--- src/rtl/clsp_pkg.sv ---
// Shared types, field widths, codes and reset values of the closed-loop stepper controller.
// No dependencies; every other file in rtl/ imports this package.
`default_nettype none

package clsp_pkg;

	// Default sizes of the position and step counters
	localparam int POS_BITS_DEF  = 32;
	localparam int MOVE_BITS_DEF = 24;

	// Fixed field widths
	localparam int ACT_W      = 3;
	localparam int DIST_W     = 24;
	localparam int POS_OUT_W  = 32;
	localparam int STAT_W     = 3;
	localparam int SERR_W     = 36;
	localparam int THR_W      = 10;
	localparam int CORR_W     = 8;
	localparam int CFG_IDX_W  = 1;
	localparam int CFG_DATA_W = 10;
	localparam int IN_DATA_W  = 32;
	localparam int OUT_DATA_W = 80;
	localparam int OUT_USED_W = SERR_W + 3 + POS_OUT_W + 2;

	// Action codes (codes above ACT_REPORT behave as report)
	localparam logic [ACT_W-1:0] ACT_TICK   = 3'd0;
	localparam logic [ACT_W-1:0] ACT_EDGE   = 3'd1;
	localparam logic [ACT_W-1:0] ACT_MOVE   = 3'd2;
	localparam logic [ACT_W-1:0] ACT_HOME   = 3'd3;
	localparam logic [ACT_W-1:0] ACT_REHOME = 3'd4;
	localparam logic [ACT_W-1:0] ACT_REPORT = 3'd5;

	// Status codes
	localparam logic [STAT_W-1:0] ST_NONE      = 3'd0;
	localparam logic [STAT_W-1:0] ST_NOT_HOMED = 3'd1;
	localparam logic [STAT_W-1:0] ST_STALL     = 3'd2;
	localparam logic [STAT_W-1:0] ST_ALARM     = 3'd3;
	localparam logic [STAT_W-1:0] ST_ZERO_MOVE = 3'd4;

	// Register indexes
	localparam logic [CFG_IDX_W-1:0] REG_STALL_THR = 1'd0;
	localparam logic [CFG_IDX_W-1:0] REG_MAX_CORR  = 1'd1;

	localparam logic [THR_W-1:0]  THR_RESET  = 10'd25;
	localparam logic [CORR_W-1:0] CORR_RESET = 8'd10;

	typedef struct packed {
		logic                    we;
		logic [CFG_IDX_W-1:0]    idx;
		logic [CFG_DATA_W-1:0]   data;
	} cfg_wr_t;

	typedef struct packed {
		logic [ACT_W-1:0]         action;
		logic                     enc_a;
		logic                     enc_b;
		logic signed [DIST_W-1:0] move_distance;
		logic                     alarm_n;
	} in_item_t;

	typedef struct packed {
		logic                        step_valid;
		logic                        step_dir;
		logic signed [POS_OUT_W-1:0] position_counts;
		logic                        busy_res;
		logic                        homed;
		logic                        drive_enable;
		logic [STAT_W-1:0]           status;
		logic signed [SERR_W-1:0]    stall_error;
	} result_t;

	// Outcome of one position check
	typedef struct packed {
		logic                     over;
		logic                     corr_dir;
		logic [CORR_W-1:0]        corr_steps;
		logic signed [SERR_W-1:0] err;
	} chk_t;

endpackage

`default_nettype wire

--- src/rtl/closed_loop_stepper_position_ctrl.sv ---
// Top level of the closed-loop stepper controller: input register, output register, handshake.
// Depends on clsp_pkg and clsp_core (which uses clsp_err).
//
// Usage:
//   Slave stream (s_*) carries one event per transaction: s_tuser holds the action code
//   (tick, encoder edge, move, set home, rehome, report), s_tdata the encoder levels,
//   signed move distance and alarm line. Master stream (m_*) returns exactly one result
//   per accepted event, in order: step pulse and direction, encoder position, busy, homed,
//   drive enable, stall error in m_tdata and the status code in m_tuser.
//   cfg_we/cfg_idx/cfg_data write stall_threshold (index 0) and max_correction (index 1)
//   at a rising edge with cfg_we high; write only while no transaction is in flight.
// Pipeline:
//   An accepted transaction enters the input register, and its result goes on m_* from the
//   output register. The whole event update is one pass of logic from the input register
//   into the output register, so one transaction is accepted every cycle while m_tready is high.
// Reset (arst_n low, asynchronous): both pipeline registers empty, counts zero, idle,
//   not homed, alarm clear, stall_threshold 25, max_correction 10.
// Stall: while m_tready is low the result holds on m_*; one more transaction still
//   enters the input register, after which s_tready drops until the result is taken.
`default_nettype none

module closed_loop_stepper_position_ctrl #(
	parameter int POS_BITS  = clsp_pkg::POS_BITS_DEF,
	parameter int MOVE_BITS = clsp_pkg::MOVE_BITS_DEF
) (
	input  wire logic                              clk,
	input  wire logic                              arst_n,
	// configuration write port
	input  wire logic                              cfg_we,
	input  wire logic [clsp_pkg::CFG_IDX_W-1:0]    cfg_idx,
	input  wire logic [clsp_pkg::CFG_DATA_W-1:0]   cfg_data,
	// event stream
	input  wire logic                              s_tvalid,
	output      logic                              s_tready,
	// [0] enc_a, [1] enc_b, [25:2] move_distance, [26] alarm_n, [31:27] zero
	input  wire logic [clsp_pkg::IN_DATA_W-1:0]    s_tdata,
	// [2:0] action
	input  wire logic [clsp_pkg::ACT_W-1:0]        s_tuser,
	// result stream
	output      logic                              m_tvalid,
	input  wire logic                              m_tready,
	// [0] step_valid, [1] step_dir, [33:2] position_counts, [34] busy_res, [35] homed,
	// [36] drive_enable, [72:37] stall_error, [79:73] zero
	output      logic [clsp_pkg::OUT_DATA_W-1:0]   m_tdata,
	// [2:0] status
	output      logic [clsp_pkg::STAT_W-1:0]       m_tuser
);
	import clsp_pkg::*;

	logic     valid_s1;
	logic     valid_s2;
	in_item_t item_s1;
	result_t  res;
	result_t  res_s2;
	cfg_wr_t  cfg;
	logic     fire;
	logic     in_take;

	// Advance the held event when the output register is free or being drained
	assign fire     = valid_s1 && (!valid_s2 || m_tready);
	assign s_tready = !valid_s1 || fire;
	assign in_take  = s_tvalid && s_tready;

	assign cfg.we   = cfg_we;
	assign cfg.idx  = cfg_idx;
	assign cfg.data = cfg_data;

	always_ff @(posedge clk or negedge arst_n) begin
		if (!arst_n) begin
			valid_s1 <= 1'b0;
			valid_s2 <= 1'b0;
		end else begin
			if (in_take)
				valid_s1 <= 1'b1;
			else if (fire)
				valid_s1 <= 1'b0;
			if (fire)
				valid_s2 <= 1'b1;
			else if (m_tready)
				valid_s2 <= 1'b0;
		end
	end

	// Payload registers: load on transaction, hold otherwise
	always_ff @(posedge clk) begin
		if (in_take) begin
			item_s1.action        <= s_tuser;
			item_s1.enc_a         <= s_tdata[0];
			item_s1.enc_b         <= s_tdata[1];
			item_s1.move_distance <= s_tdata[DIST_W+1:2];
			item_s1.alarm_n       <= s_tdata[DIST_W+2];
		end
		if (fire)
			res_s2 <= res;
	end

	clsp_core #(
		.POS_BITS(POS_BITS),
		.MOVE_BITS(MOVE_BITS)
	) u_core (
		.clk(clk),
		.arst_n(arst_n),
		.cfg(cfg),
		.fire(fire),
		.item(item_s1),
		.res(res)
	);

	assign m_tvalid = valid_s2;
	assign m_tdata  = {{(OUT_DATA_W-OUT_USED_W){1'b0}},
	                   res_s2.stall_error,
	                   res_s2.drive_enable,
	                   res_s2.homed,
	                   res_s2.busy_res,
	                   res_s2.position_counts,
	                   res_s2.step_dir,
	                   res_s2.step_valid};
	assign m_tuser  = res_s2.status;

endmodule

`default_nettype wire

--- src/rtl/clsp_err.sv ---
// Position check: error in 1/500 mm units, threshold compare and clamped correction.
// Depends on clsp_pkg.
`default_nettype none

module clsp_err #(
	parameter int POS_BITS = clsp_pkg::POS_BITS_DEF
) (
	input  wire logic signed [POS_BITS-1:0]       enc,
	input  wire logic signed [POS_BITS-1:0]       cmd,
	input  wire logic [clsp_pkg::THR_W-1:0]       thr,
	input  wire logic [clsp_pkg::CORR_W-1:0]      lim,
	output clsp_pkg::chk_t                        chk
);
	import clsp_pkg::*;

	localparam int EW = POS_BITS + 3;

	logic signed [EW-1:0] enc_x;
	logic signed [EW-1:0] cmd_x;
	logic signed [EW-1:0] e;
	logic [EW-1:0]        e_abs;
	logic [EW-1:0]        q;

	always_comb begin
		enc_x = EW'(enc);
		cmd_x = EW'(cmd);
		e     = (enc_x <<< 2) + enc_x - (cmd_x <<< 1);
		e_abs = e[EW-1] ? (~e + 1'b1) : e;
		// magnitude of trunc(-e / 4)
		q     = e_abs >> 2;

		chk.over       = e_abs > EW'(thr);
		chk.corr_dir   = e[EW-1];
		chk.corr_steps = (q > EW'(lim)) ? lim : CORR_W'(q);
		chk.err        = SERR_W'(e);
	end

endmodule

`default_nettype wire

--- src/rtl/clsp_core.sv ---
// Axis state: configuration registers, counters, move sequencer and result formation.
// Depends on clsp_pkg and clsp_err.
`default_nettype none

module clsp_core #(
	parameter int POS_BITS  = clsp_pkg::POS_BITS_DEF,
	parameter int MOVE_BITS = clsp_pkg::MOVE_BITS_DEF
) (
	input  wire logic                clk,
	input  wire logic                arst_n,
	input  wire clsp_pkg::cfg_wr_t   cfg,
	input  wire logic                fire,
	input  wire clsp_pkg::in_item_t  item,
	output clsp_pkg::result_t        res
);
	import clsp_pkg::*;

	localparam int SATW0 = (POS_BITS > MOVE_BITS) ? POS_BITS : MOVE_BITS;
	localparam int SATW  = (SATW0 > DIST_W) ? SATW0 : DIST_W;

	typedef enum logic [2:0] {
		PH_IDLE,
		PH_MOVE,
		PH_CHECK,
		PH_CORR,
		PH_RECHECK
	} phase_t;

	logic [THR_W-1:0]  thr_q;
	logic [CORR_W-1:0] lim_q;

	logic signed [POS_BITS-1:0] enc_q, enc_n;
	logic signed [POS_BITS-1:0] cmd_q, cmd_n;
	logic [MOVE_BITS-1:0]       steps_q, steps_n;
	logic                       dir_q, dir_n;
	phase_t                     phase_q, phase_n;
	logic                       rehome_q, rehome_n;
	logic                       homed_q, homed_n;
	logic                       alarm_q, alarm_n;

	chk_t                       chk;
	logic [DIST_W-1:0]          dist_mag;
	logic [POS_BITS-1:0]        cmd_mag;
	logic [SATW-1:0]            mmax;
	logic [SATW-1:0]            dist_wide;
	logic [SATW-1:0]            cmd_wide;
	logic [MOVE_BITS-1:0]       dist_sat;
	logic [MOVE_BITS-1:0]       cmd_sat;

	clsp_err #(
		.POS_BITS(POS_BITS)
	) u_err (
		.enc(enc_q),
		.cmd(cmd_q),
		.thr(thr_q),
		.lim(lim_q),
		.chk(chk)
	);

	// Configuration writes
	always_ff @(posedge clk or negedge arst_n) begin
		if (!arst_n) begin
			thr_q <= THR_RESET;
			lim_q <= CORR_RESET;
		end else if (cfg.we) begin
			unique case (cfg.idx)
				REG_STALL_THR: thr_q <= cfg.data;
				REG_MAX_CORR:  lim_q <= cfg.data[CORR_W-1:0];
				default: ;
			endcase
		end
	end

	// Saturated step counts for move and rehome
	always_comb begin
		dist_mag  = item.move_distance[DIST_W-1] ? (~item.move_distance + 1'b1)
		                                         : item.move_distance;
		cmd_mag   = cmd_q[POS_BITS-1] ? (~cmd_q + 1'b1) : cmd_q;
		mmax      = SATW'({MOVE_BITS{1'b1}});
		dist_wide = SATW'(dist_mag);
		cmd_wide  = SATW'(cmd_mag);
		dist_sat  = (dist_wide > mmax) ? mmax[MOVE_BITS-1:0] : dist_wide[MOVE_BITS-1:0];
		cmd_sat   = (cmd_wide > mmax) ? mmax[MOVE_BITS-1:0] : cmd_wide[MOVE_BITS-1:0];
	end

	always_comb begin
		enc_n    = enc_q;
		cmd_n    = cmd_q;
		steps_n  = steps_q;
		dir_n    = dir_q;
		phase_n  = phase_q;
		rehome_n = rehome_q;
		homed_n  = homed_q;
		alarm_n  = alarm_q;
		res      = '0;

		// Alarm is sampled only while idle or stepping a move
		if (!alarm_q && !item.alarm_n && (phase_q == PH_IDLE || phase_q == PH_MOVE)) begin
			alarm_n  = 1'b1;
			phase_n  = PH_IDLE;
			steps_n  = '0;
			rehome_n = 1'b0;
		end

		if (item.action == ACT_EDGE) begin
			if (item.enc_a == item.enc_b)
				enc_n = enc_q - 1'b1;
			else
				enc_n = enc_q + 1'b1;
		end else if (!alarm_n) begin
			if (item.action == ACT_TICK) begin
				unique case (phase_q) inside
					PH_MOVE, PH_CORR: begin
						if (steps_q != '0) begin
							res.step_valid = 1'b1;
							res.step_dir   = dir_q;
							cmd_n          = dir_q ? (cmd_q + 1'b1) : (cmd_q - 1'b1);
							steps_n        = steps_q - 1'b1;
						end
						if (steps_n == '0)
							phase_n = (phase_q == PH_MOVE) ? PH_CHECK : PH_RECHECK;
					end
					PH_CHECK: begin
						if (chk.over) begin
							res.status      = ST_STALL;
							res.stall_error = chk.err;
							if (chk.corr_steps == '0) begin
								phase_n = PH_RECHECK;
							end else begin
								dir_n   = chk.corr_dir;
								steps_n = MOVE_BITS'(chk.corr_steps);
								phase_n = PH_CORR;
							end
						end else begin
							phase_n = PH_IDLE;
							if (rehome_q) begin
								enc_n    = '0;
								cmd_n    = '0;
								rehome_n = 1'b0;
							end
						end
					end
					PH_RECHECK: begin
						if (chk.over) begin
							res.status      = ST_STALL;
							res.stall_error = chk.err;
						end
						phase_n = PH_IDLE;
						if (rehome_q) begin
							enc_n    = '0;
							cmd_n    = '0;
							rehome_n = 1'b0;
						end
					end
					default: ;
				endcase
			end else if (phase_q == PH_IDLE) begin
				case (item.action)
					ACT_MOVE: begin
						if (item.move_distance == '0) begin
							res.status = ST_ZERO_MOVE;
						end else if (!homed_q) begin
							res.status = ST_NOT_HOMED;
						end else begin
							dir_n    = !item.move_distance[DIST_W-1];
							steps_n  = dist_sat;
							rehome_n = 1'b0;
							phase_n  = PH_MOVE;
						end
					end
					ACT_HOME: begin
						enc_n   = '0;
						cmd_n   = '0;
						homed_n = 1'b1;
					end
					ACT_REHOME: begin
						if (!homed_q) begin
							res.status = ST_NOT_HOMED;
						end else if (cmd_q != '0) begin
							dir_n    = cmd_q[POS_BITS-1];
							steps_n  = cmd_sat;
							rehome_n = 1'b1;
							phase_n  = PH_MOVE;
						end
					end
					default: ;
				endcase
			end
		end

		if (alarm_n)
			res.status = ST_ALARM;

		res.position_counts = POS_OUT_W'(enc_n);
		res.busy_res        = (phase_n != PH_IDLE);
		res.homed           = homed_n;
		res.drive_enable    = !alarm_n;
	end

	always_ff @(posedge clk or negedge arst_n) begin
		if (!arst_n) begin
			enc_q    <= '0;
			cmd_q    <= '0;
			steps_q  <= '0;
			dir_q    <= 1'b0;
			phase_q  <= PH_IDLE;
			rehome_q <= 1'b0;
			homed_q  <= 1'b0;
			alarm_q  <= 1'b0;
		end else if (fire) begin
			enc_q    <= enc_n;
			cmd_q    <= cmd_n;
			steps_q  <= steps_n;
			dir_q    <= dir_n;
			phase_q  <= phase_n;
			rehome_q <= rehome_n;
			homed_q  <= homed_n;
			alarm_q  <= alarm_n;
		end
	end

`ifndef SYNTHESIS
	a_alarm_sticky: assert property (@(posedge clk) disable iff (!arst_n)
		alarm_q |=> alarm_q)
		else $error("latched alarm cleared");

	a_step_phase: assert property (@(posedge clk) disable iff (!arst_n)
		fire && res.step_valid |-> (phase_q == PH_MOVE || phase_q == PH_CORR))
		else $error("step issued outside a move or correction");

	a_no_steps_idle: assert property (@(posedge clk) disable iff (!arst_n)
		(phase_q == PH_IDLE || phase_q == PH_CHECK || phase_q == PH_RECHECK)
		|-> steps_q == '0)
		else $error("steps remain outside a stepping phase");

	a_alarm_status: assert property (@(posedge clk) disable iff (!arst_n)
		fire && alarm_q |-> (res.status == ST_ALARM && !res.drive_enable && !res.step_valid))
		else $error("result while alarmed does not report the alarm");
`endif

endmodule

`default_nettype wire
--- config.mk ---
export PLATFORM = sky130hd
export DESIGN_NAME = closed_loop_stepper_position_ctrl
export DESIGN_NICKNAME = d
export VERILOG_FILES = /design/src/rtl/clsp_pkg.sv /design/src/rtl/closed_loop_stepper_position_ctrl.sv /design/src/rtl/clsp_err.sv /design/src/rtl/clsp_core.sv
export SDC_FILE = /design/constraint.sdc
export NUM_CORES = 1
export LEC_CHECK = 0
export ABC_AREA = 1
export BUFFER_PORTS_ARGS = -buffer_cell sky130_fd_sc_hd__clkbuf_2
export CAP_MARGIN = 20
export CORE_ASPECT_RATIO = 1.25
export CORE_UTILIZATION = 55
export CTS_CLUSTER_SIZE = 20
export DETAILED_ROUTE_END_ITERATION = 10
export PLACE_DENSITY = 0.73
export SLEW_MARGIN = 5
export SYNTH_ARGS = -nofsm -noshare
export SYNTH_HDL_FRONTEND = slang
export SYNTH_SLANG_ARGS = --single-unit
--- constraint.sdc ---
create_clock -name clk -period 8.9 [get_ports clk]
set_input_delay 1.78 -clock clk [delete_from_list [all_inputs] [get_ports clk]]
set_output_delay 1.78 -clock clk [all_outputs]
set_load 0.05 [all_outputs]
==> flow_metrics.tcl <==
set metrics [dict create \
    crit_fanout 16 \
    synth.area.top_cells "nand2_1 15%, edfxtp_1 15%, dfrtp_1 13%, inv_1 7.9%, ha_1 7.0%" \
    viasPerCell 5.71 \
    ioPinCount 136 \
    clk_pin_slew_worst_paths_ns 0.06 \
    cp_common_cell "nand2_1" \
    gr-total-overflow 0 \
    yosysTopAreaCellShare 0.154 \
    critPathKind "reg2reg" \
    synth_most_common_cell "nand2_1" \
    cts_tree "done" \
    cp_data_arrival_time_ns 7.64 \
    yosys-top-cells-count "849 x nand2_1, 436 x inv_1, 301 x nor2_1" \
    period_share 0.805 \
    dpl.cell_count 3605 \
    setup_viol_count_final 0 \
    syn_area_um2 20700 \
    ys.flop_type "dfrtp_1" \
    ys.warnings.count 0 \
    drc 0 \
    wl_per_cell_um 18.3 \
    slowest_delay_ns 0.55 \
    finalHoldViolCount 0 \
    cp-start-kind "flip-flop" \
    ant_nets 0 \
    grt_usage 0.349 \
    syn_to_final_growth_pct 9.07 \
    wl_um 66700 \
    drive_above_1_share 0.0888 \
    start_util 0.557 \
    row_count 79 \
    yosysSeqAreaShare 0.292 \
    drt_iter0_drc 1621 \
    status "completed" \
    required_ns 9.38 \
    rsz0062_at_grt "false" \
    fillers 3548 \
    antenna_found_initial 2 \
    detail_route.first_pass.iterations 7 \
    slew_violations 0 \
    postSynthAreaPerCell_um2 6.77 \
    cts_sinks 220 \
    ys_ff_latch 220 \
    fin_setup_tns_ns 0 \
    holdCritPathClass "reg2reg" \
    hpwl_um 52000 \
    cts_buffers 25 \
    fin_skew_ns 0.0311 \
    cp_slowest_cell "fa_1" \
    async_flop_share 0.523 \
    numPortBuffers 123 \
    dieArea_um2 38400 \
    synth_cells 3055 \
    grt_max_degree 87 \
    n_antenna_cell 0 \
    synthDistinctLibCells 61 \
    drv_cap 0 \
    cts_resized 0 \
    postCtsSetupRepairBufs 0 \
    cts_htree_levels 1 \
    vias 20868 \
    timing.fmax_mhz 140 \
    first_global_vias 20040 \
    clock_latency_ns 0.57 \
    worst_pin_slew_ns 1.08 \
    die_w_um 176 \
    fin_crit_ns 7.16 \
    final_cells 3652 \
    gp_congestion 0.961 \
    nets 3348 \
    synth_edf_count 105 \
    synth_top_cell_by_area "nand2_1" \
    grt_pass1_wl_um 105000 \
    die_h_um 219 \
    ctsRootBufferMaster "clkbuf_16" \
    core-area_um2 37200 \
    clockBufferDepth 3 \
    end_kind "flip-flop" \
    relSlewSlack 0.278 \
    postCtsHoldBufs 0 \
]
## final timing paths
| kind | startpoint | endpoint | slack (ns) | depth (start not counted) |
|---|---|---|---|---|
| max | u_core.enc_q[1] | u_core.cmd_q[21] | 1.74 | 37 |
| min | u_core.thr_q[2] | u_core.thr_q[2] | 0.49 | 2 |
| max reg2reg | u_core.enc_q[1] | u_core.cmd_q[21] | 1.74 | 37 |
| min reg2reg | u_core.thr_q[2] | u_core.thr_q[2] | 0.49 | 2 |
| max in group asynchronous | arst_n | u_core.steps_q[13] | 6.20 | 2 |
| min in group asynchronous | arst_n | u_core.enc_q[27] | 1.26 | 1 |
## sequential cells by signal, summed over array words and instances (netlist names), 8 cells and up
signal,count
item_s1,30
m_tdata,72
u_core.cmd_q,32
u_core.enc_q,32
u_core.lim_q,8
u_core.steps_q,24
u_core.thr_q,10
## placed cells by master (no fill, tap or decap), types with 8 or more instances in the layout
| cell | Yosys | layout |
|---|---|---|
| nor2_1 | 301 | 300 |
| nand2_2 | 19 | 19 |
| o221ai_1 | 11 | 11 |
| clkinv_1 | 10 | 13 |
| a32o_1 | 22 | 22 |
| clkbuf_16 | 0 | 26 |
| o21ai_0 | 165 | 165 |
| o21bai_1 | 8 | 8 |
| inv_1 | 436 | 436 |
| ha_1 | 116 | 116 |
| a21oi_1 | 191 | 190 |
| buf_4 | 11 | 20 |
| inv_2 | 22 | 22 |
| nor2_2 | 15 | 16 |
| clkbuf_2 | 0 | 122 |
| nand4_1 | 38 | 38 |
| o22ai_1 | 15 | 15 |
| xor2_1 | 81 | 81 |
| edfxtp_1 | 105 | 105 |
| o21ai_1 | 14 | 13 |
| o211ai_1 | 30 | 30 |
| fa_1 | 34 | 34 |
| nand3_1 | 177 | 177 |
| o31ai_1 | 14 | 14 |
| nor3_1 | 46 | 45 |
| o21a_1 | 11 | 11 |
| nand2_1 | 849 | 849 |
| a31oi_1 | 14 | 14 |
| dfrtp_1 | 110 | 110 |
| nor4_1 | 12 | 11 |
| xnor2_1 | 29 | 28 |
## final cells by class
| type | count | area, um^2 | area share |
|---|---|---|---|
| clock buffers | 31 | 699 | 0.0310 |
| clock inverters | 15 | 118 | 0.00521 |
| inverters | 468 | 1760 | 0.0779 |
| multi-input cells | 2289 | 12600 | 0.557 |
| flip-flops and latches | 220 | 6040 | 0.267 |
| well taps | 486 | 608 | 0.0269 |
| repair buffers | 143 | 788 | 0.0349 |
## critical path: cells and delay by family (launching register included)
family | cells | cell delay, ns
AO/OA/AOI/OAI | 6 | 1.05
XOR/XNOR | 1 | 0.25
adder cells (fa/ha/maj) | 3 | 1.21
buffers and inverters | 4 | 0.54
flip-flops | 1 | 0.52
AND/OR/NAND/NOR | 23 | 3.44
## metal layers
metal	global-route usage	vias to the layer above	wire length, um
met5	0	-	18
met4	0.190	2	3810
met3	0.0343	212	3560
met2	0.631	762	33100
met1	0.404	9707	26200
li1	-	10185	-
## metrics by stage
stage	instance area, um^2	setup slack, ns	hold slack, ns	util
after floorplan	20700	3.41	0.453	-
after global placement	21700	2.01	0.470	0.585
after detailed placement	21700	1.92	0.476	0.585
after CTS	22500	1.89	0.492	0.607
after global routing	22600	1.16	0.519	0.607
final	22600	1.74	0.486	0.607
## logic make-up (layout without fill, tap and decap cells)
logic type	count (synthesis)	in the layout	share of synthesized area
AND/OR/NAND/NOR	1498	1498	0.306
buffers and inverters	552	657	0.104
AO/OA/AOI/OAI	524	524	0.148
flip-flops	220	220	0.292
adder cells (fa/ha/maj)	150	150	0.103
XOR/XNOR	110	110	0.0466
other	1	7	0.000181
Power is left out: the tool's default activity adds up to more than one toggle a clock period on the data nets, which glitch-free logic cannot reach.
